`config.mk`:
```
export PLATFORM = sky130hd
export DESIGN_NAME = dotted_quad_address_parser_top_flat
export DESIGN_NICKNAME = d
export VERILOG_FILES = /design/src/hdl/dqap_pkg.sv /design/src/hdl/dqap_if.sv /design/src/hdl/dotted_quad_address_parser_top.sv /design/src/flat_wrapper.sv
export SDC_FILE = /design/constraint.sdc
export NUM_CORES = 1
export LEC_CHECK = 0
export BUFFER_PORTS_ARGS = -buffer_cell sky130_fd_sc_hd__buf_2
export CELL_PAD_IN_SITES_DETAIL_PLACEMENT = 1
export CELL_PAD_IN_SITES_GLOBAL_PLACEMENT = 1
export CORE_UTILIZATION = 37
export CTS_BUF_LIST = sky130_fd_sc_hd__clkbuf_4 sky130_fd_sc_hd__clkbuf_8
export DETAILED_ROUTE_END_ITERATION = 16
export PLACE_DENSITY_LB_ADDON = 0.1
export REMOVE_ABC_BUFFERS = 1
export SYNTH_ARGS = -nofsm -noshare
export SYNTH_HDL_FRONTEND = slang
export SYNTH_SLANG_ARGS = --single-unit
```
`constraint.sdc`:
```
create_clock -name clk -period 3.5 [get_ports clk]
set_input_delay 0 -clock clk [delete_from_list [all_inputs] [get_ports clk]]
set_output_delay 0 -clock clk [all_outputs]
set_load 0.05 [all_outputs]
```
`src/hdl/dqap_pkg.sv`:
```
// Constants and helpers for the dotted-quad address parser.
// No dependencies; imported by the interfaces and the top level.
`default_nettype none

package dqap_pkg;

  localparam int unsigned CHAR_W   = 8;
  localparam int unsigned ADDR_W   = 32;
  localparam int unsigned OCTETS   = 4;
  localparam int unsigned COUNT_W  = 3;

  localparam logic [CHAR_W-1:0] CHAR_DOT  = 8'h2E;  // '.'
  localparam logic [CHAR_W-1:0] CHAR_ZERO = 8'h30;  // '0'
  localparam logic [CHAR_W-1:0] CHAR_X    = 8'h78;  // 'x', lower case only

  localparam logic [COUNT_W-1:0] FIELDS_FULL = COUNT_W'(OCTETS);

  // Hex value of 0-9, a-f, A-F; anything else passes its own code.
  function automatic logic [CHAR_W-1:0] digit_value(input logic [CHAR_W-1:0] c);
    logic [CHAR_W-1:0] v;
    v = c;
    if (c >= 8'h30 && c <= 8'h39) begin
      v = c - 8'h30;
    end else if (c >= 8'h61 && c <= 8'h66) begin
      v = c - 8'h57;
    end else if (c >= 8'h41 && c <= 8'h46) begin
      v = c - 8'h37;
    end
    return v;
  endfunction

endpackage

`default_nettype wire

```
`src/hdl/dqap_if.sv`:
```
// Valid/ready channel interfaces for the parser: character in, address out.
// Depends on dqap_pkg for field widths.
`default_nettype none

interface dqap_text_if;
  import dqap_pkg::*;
  logic              valid;
  logic              ready;
  logic [CHAR_W-1:0] text_char;
  logic              end_of_text;

  modport source (output valid, output text_char, output end_of_text, input ready);
  modport sink   (input valid, input text_char, input end_of_text, output ready);
endinterface

interface dqap_addr_if;
  import dqap_pkg::*;
  logic              valid;
  logic              ready;
  logic [ADDR_W-1:0] address;
  logic              complete;

  modport source (output valid, output address, output complete, input ready);
  modport sink   (input valid, input address, input complete, output ready);
endinterface

`default_nettype wire

```
`src/hdl/dotted_quad_address_parser_top.sv`:
```
// Dotted-quad address parser: one character per beat, one address per string.
// Depends on dqap_pkg and the channel interfaces in dqap_if.sv.
//
//   channel  dir  payload                      beat
//   text     in   text_char[7:0], end_of_text  one character
//   result   out  address[31:0], complete      one parsed string
//
// One character per cycle unless a held result stalls input: the field state
// updates in the accepting cycle (a constant x10/x16 accumulate), and the last
// character's address lands in the result register, visible the next cycle.
// Reset (rst, synchronous) clears the field state and the result valid.
// A stalled result blocks input only while it is held and not taken.
`default_nettype none

module dotted_quad_address_parser_top (
  input  wire logic clk,
  input  wire logic rst,
  dqap_text_if.sink   text,
  dqap_addr_if.source result
);
  import dqap_pkg::*;

  logic [COUNT_W-1:0] field_count, field_count_next;
  logic [CHAR_W-1:0]  accumulator, accumulator_next;
  logic [1:0]         chars_in_field, chars_in_field_next;
  logic               leading_zero_seen, leading_zero_seen_next;
  logic               hex_mode, hex_mode_next;
  logic               inside_field, inside_field_next;
  logic [23:0]        finished_octets, finished_octets_next;

  logic [ADDR_W-1:0]  address_next;
  logic               complete_next;
  logic               accept;

  logic [CHAR_W-1:0]  c;
  logic [1:0]         chars_eff;
  logic               lz_eff, hex_eff;
  logic [CHAR_W-1:0]  acc_eff, acc_scaled;

  assign text.ready = !result.valid || result.ready;
  assign accept     = text.valid && text.ready;
  assign c          = text.text_char;

  always_comb begin
    field_count_next       = field_count;
    accumulator_next       = accumulator;
    chars_in_field_next    = chars_in_field;
    leading_zero_seen_next = leading_zero_seen;
    hex_mode_next          = hex_mode;
    inside_field_next      = inside_field;
    finished_octets_next   = finished_octets;
    chars_eff              = inside_field ? chars_in_field : 2'd0;
    lz_eff                 = inside_field && leading_zero_seen;
    hex_eff                = inside_field && hex_mode;
    acc_eff                = inside_field ? accumulator : '0;
    acc_scaled             = hex_eff ? {acc_eff[3:0], 4'b0000}
                                     : CHAR_W'({acc_eff[6:0], 1'b0} + {acc_eff[4:0], 3'b000});
    address_next           = '0;
    complete_next          = 1'b0;

    // character step
    if (field_count < FIELDS_FULL) begin
      if (c == CHAR_DOT) begin
        if (inside_field) begin
          if (field_count < FIELDS_FULL - 3'd1) begin
            finished_octets_next = {finished_octets[15:0], accumulator};
          end
          field_count_next  = field_count + 3'd1;
          inside_field_next = 1'b0;
        end
      end else begin
        inside_field_next = 1'b1;
        hex_mode_next     = hex_eff;
        if (chars_eff == 2'd1 && lz_eff && !hex_eff && c == CHAR_X) begin
          hex_mode_next    = 1'b1;
          accumulator_next = '0;
        end else begin
          accumulator_next = acc_scaled + digit_value(c);
        end
        leading_zero_seen_next = (chars_eff == 2'd0) ? (c == CHAR_ZERO) : lz_eff;
        chars_in_field_next    = (chars_eff == 2'd2) ? 2'd2 : chars_eff + 2'd1;
      end
    end

    // end of string: close an open field, then form the address
    if (inside_field_next && field_count_next < FIELDS_FULL) begin
      if (field_count_next < FIELDS_FULL - 3'd1) begin
        finished_octets_next = {finished_octets_next[15:0], accumulator_next};
      end
      // only the last-character path keeps these
      if (text.end_of_text) begin
        field_count_next  = field_count_next + 3'd1;
        inside_field_next = 1'b0;
      end
    end

    unique case (field_count_next)
      3'd0:    address_next = '0;
      3'd1:    address_next = {finished_octets_next[7:0], 24'h000000};
      3'd2:    address_next = {finished_octets_next[15:0], 16'h0000};
      3'd3:    address_next = {finished_octets_next, 8'h00};
      default: address_next = {finished_octets_next, accumulator_next};
    endcase
    complete_next = (field_count_next >= FIELDS_FULL);
  end

  // The closing shift above only matters on the last character; the stored
  // octets must not take it otherwise.
  logic [23:0] octets_keep;
  always_comb begin
    octets_keep = finished_octets_next;
    if (!text.end_of_text && inside_field_next && field_count_next < FIELDS_FULL - 3'd1) begin
      octets_keep = finished_octets_next >> 8;
    end
  end

  always_ff @(posedge clk) begin
    if (rst) begin
      field_count       <= '0;
      accumulator       <= '0;
      chars_in_field    <= '0;
      leading_zero_seen <= 1'b0;
      hex_mode          <= 1'b0;
      inside_field      <= 1'b0;
      finished_octets   <= '0;
      result.valid      <= 1'b0;
    end else begin
      if (accept) begin
        if (text.end_of_text) begin
          field_count       <= '0;
          accumulator       <= '0;
          chars_in_field    <= '0;
          leading_zero_seen <= 1'b0;
          hex_mode          <= 1'b0;
          inside_field      <= 1'b0;
          finished_octets   <= '0;
        end else begin
          field_count       <= field_count_next;
          accumulator       <= accumulator_next;
          chars_in_field    <= chars_in_field_next;
          leading_zero_seen <= leading_zero_seen_next;
          hex_mode          <= hex_mode_next;
          inside_field      <= inside_field_next;
          finished_octets   <= octets_keep;
        end
      end
      if (accept && text.end_of_text) begin
        result.valid <= 1'b1;
      end else if (result.ready) begin
        result.valid <= 1'b0;
      end
    end
  end

  always_ff @(posedge clk) begin
    if (accept && text.end_of_text) begin
      result.address  <= address_next;
      result.complete <= complete_next;
    end
  end

  // -- assertions
  a_last_gives_result: assert property (@(posedge clk) disable iff (rst)
    accept && text.end_of_text |=> result.valid)
    else $error("no result after last character");

  a_no_spurious_result: assert property (@(posedge clk) disable iff (rst)
    !result.valid && !(accept && text.end_of_text) |=> !result.valid)
    else $error("result without last character");

  a_state_cleared: assert property (@(posedge clk) disable iff (rst)
    accept && text.end_of_text |=> field_count == '0 && !inside_field)
    else $error("field state not cleared after string");

  a_count_range: assert property (@(posedge clk) disable iff (rst)
    field_count <= FIELDS_FULL)
    else $error("field count out of range");

endmodule

`default_nettype wire
```
`src/flat_wrapper.sv`:
```
// flat-port wrapper written by rule: the top's interface ports become plain ports
module dotted_quad_address_parser_top_flat import dqap_pkg::*;
  (clk, rst, text_valid, text_text_char, text_end_of_text, text_ready, result_valid, result_address, result_complete, result_ready);
  dqap_text_if text_i ();
  dqap_addr_if result_i ();
  input  wire logic clk;
  input  wire logic rst;
  input wire logic [$bits(text_i.valid)-1:0] text_valid;
  input wire logic [$bits(text_i.text_char)-1:0] text_text_char;
  input wire logic [$bits(text_i.end_of_text)-1:0] text_end_of_text;
  output wire logic [$bits(text_i.ready)-1:0] text_ready;
  output wire logic [$bits(result_i.valid)-1:0] result_valid;
  output wire logic [$bits(result_i.address)-1:0] result_address;
  output wire logic [$bits(result_i.complete)-1:0] result_complete;
  input wire logic [$bits(result_i.ready)-1:0] result_ready;
  assign text_i.valid = text_valid;
  assign text_i.text_char = text_text_char;
  assign text_i.end_of_text = text_end_of_text;
  assign text_ready = text_i.ready;
  assign result_valid = result_i.valid;
  assign result_address = result_i.address;
  assign result_complete = result_i.complete;
  assign result_i.ready = result_ready;
  dotted_quad_address_parser_top u_core (.clk(clk), .rst(rst), .text(text_i), .result(result_i));
endmodule
```
==> reports/results.tsv <==
metric	value	unit
DR pass1 iterations	6	
CTS tree	done	
Root Driver	clkbuf_8	
ANT cells	0	
EDFF count, synth	33	
IO Count	48	
flop2flop setup slack	0.13	ns
Die Wd	115	um
port bufs	47	
number of CTS-inserted buffers	9	
Final Wtd Congestion	0.823	
fin nets	655	
most frequent cells in the layout	buf_4, nor2_1, buf_2, nand2_1, dfxtp_1	
reg2reg start	u_core.inside_field	
critical path class	reg -> reg	
total of max-cap violations	0	
worst ir drop on vdd	0.205	mV
clk buf depth	2	
Post-Syn Area	0.00476	sq mm
Initial Utilization	0.379	
Die Ht	115	um
worst path cell trace	nand2_4 > inv_2 > ha_1 > a21o_1 > a21oi_2 > xnor2_2 > mux2_4 > ha_4 > buf_6 > nor2_1 > a21oi_1 > o2111ai_2 > a222oi_1 > buf_4 > o32a_1 > o21ai_1	
largest net degree at the start of global routing	29	
routed wire length	15200	um
top_reg_cell synth	dfxtp_1	
fmax	0.296	GHz
Seq cells post-synth	74	
post-synthesis sequential area ratio	0.381	
CTS Sinks	74	
# DRC	0	
CP max FO	7	
GR Overflow Total	0	
Distinct cells, synth	69	
RSZ-0062 raised after global routing	yes	
Worst EP required	3.60	ns
vias per inst	5.58	
Layout area overhead	26.7	%
Hold Startpoint	rst	
Slew HR	0.395	
initial DRC count	270	
final hold violation count	0	
initial antenna violation count	0	
Hold Path End	u_core.accumulator[6]	
Crit Reg-Reg Endpoint	u_core.result.address[30]	
Vias	4422	
clk_lat worst skew	0.35	ns
H-tree depth	3	
worst slew pin tran	0.903	ns
mean post-synth cell area	9.22	sq um
DIE AREA	0.0133	sq mm
DR WL/cell	19.2	um
Final period util	0.964	
asr flop ratio synth	0	
Worst setup SP type	flip-flop	
GRT Total Usage	0.240	
max incr delay on CP	0.45	ns
crit path DAT	3.47	ns
first-pass GRT wire length	24200	um
Power Density	361	mW/mm^2
Gate Count Post-Synth	516	
largest cells by area after synthesis	edfxtp_1, dfxtp_1, mux2i_1	
Slew Limit Fails	0	
Final Power	0.00218	W
Min Hold Slack	0.153	ns
slowest CP cell	a222oi_1	
Worst setup EP type	flip-flop	
Yosys top cell area share	0.208	
most common cell after layout, fill and taps aside	buf_4	
Final ANT Viol Nets	0	
Cells on Worst Hold Path	2	
R2R cell count	16	
minimum clock period	3.37	ns
worst min path class	in -> reg	
Static Leak	2.47	nW
status	finished, final reports clean	
hpwl dp	11200	um
layout cells sized above 1	0.284	
post-synth top area cell	edfxtp_1	
Setup Viol. Count Final	0	
Ys Warns	0	
clk_skew	0.00921	ns
Core Rows	41	
Core ar.	0.0126	sq mm
vias in the first global route	4495	
clock slew at reported path FFs	0.08	ns
==> worst max-delay path, delay by kind of cell, from the launching register on <==
family / cells / cell delay, ns
adders and majority gates: 2 / 0.57
buffers and inverters: 3 / 0.36
DFF: 1 / 0.40
AOI/OAI and AO/OA: 7 / 1.26
and+or+nand+nor: 2 / 0.13
xor gates and xnor gates: 1 / 0.10
muxes: 1 / 0.29
==> Yosys cell counts, types with 5 or more instances <==
| cell | count |
|---|---|
| mux2_2 | 7 |
| a22oi_1 | 5 |
| and2_1 | 9 |
| dfxtp_1 | 41 |
| ha_1 | 25 |
| inv_1 | 26 |
| o21ai_0 | 20 |
| o22ai_1 | 14 |
| xnor2_1 | 8 |
| nand2_1 | 49 |
| edfxtp_1 | 33 |
| mux2i_1 | 35 |
| nand3_1 | 7 |
| nand4_1 | 9 |
| clkbuf_1 | 15 |
| a21oi_1 | 30 |
| a2bb2oi_1 | 8 |
| nor2_1 | 57 |
| nand2b_1 | 5 |
| a22o_1 | 14 |
| buf_2 | 6 |
==> cells by family after synthesis <==
group,Yosys count,synth area share
simple gates,166,0.172
compound gates,140,0.204
flops,74,0.381
buf+inv,55,0.0536
mux,42,0.0902
fa+ha+maj,27,0.0742
xor+xnor,12,0.0250
==> routing by layer <==
layer	GRT usage	vias up	routed length [um]
met4	0.0649	0	247
met3	0.0390	22	563
met2	0.393	97	7230
li1	-	2109	-
met5	0	-	0
met1	0.327	2194	7130
==> worst max-delay path by stage <==
stage | to | from | cells past startpoint
finish | u_core.result.address[30] | u_core.inside_field | 16
global route | u_core.result.address[30] | u_core.inside_field | 16
CTS | u_core.result.address[29] | u_core.inside_field | 16
detailed placement | u_core.result.address[29] | text_text_char[0] | 21
global placement | u_core.finished_octets[5] | text_text_char[0] | 21
floorplan | u_core.result.address[30] | text_text_char[4] | 8
==> repair_timing <==
item,4_1_cts,5_1_grt
hold buffers,3,0
buffers inserted,0,1
endpoints found under the setup margin,13,18
cloned,0,0
gates resized for setup,6,31
pin swaps,1,18
hold endpoints to repair,1,0
==> state kept, by name, summed over array words and instances, names as in the netlist <==
signal / flops
u_core.result.valid: 1
u_core.accumulator: 8
u_core.leading_zero_seen: 1
u_core.result.complete: 1
u_core.field_count: 3
u_core.finished_octets: 24
u_core.chars_in_field: 2
u_core.inside_field: 1
u_core.hex_mode: 1
u_core.result.address: 32
==> final cells by class <==
class / instances / area (sq um)
Tap cell: 172 / 215
Clock inverter: 5 / 104
Multi-Input combinational cell: 387 / 2860
Fill cell: 1428 / 6540
Inverter: 26 / 97.6
Timing Repair Buffer: 117 / 797
Clock buffer: 11 / 139
Sequential cell: 74 / 1820
==> report_power, final <==
| group | internal, W | switching (W) |
|---|---|---|
| Combinational | 0.000161 | 0.000254 |
| Sequential | 0.000927 | 0.0000159 |
| Clock | 0.000490 | 0.000331 |
==> through the flow <==
step                std cells  area (sq um)  utilization  setup slack [ns]  TNS [ns]
finish                    792          6030        0.480             0.126         0
global placement          773          5590        0.445            -0.350     -3.73
floorplan                 487          4600            -            0.0165         0
CTS                       792          5890        0.469            0.0309         0
global route              792          6030        0.480           -0.0248   -0.0436
detailed placement        773          5590        0.445            -0.433     -6.08
Note: power is estimated with default switching activity, not from simulation.
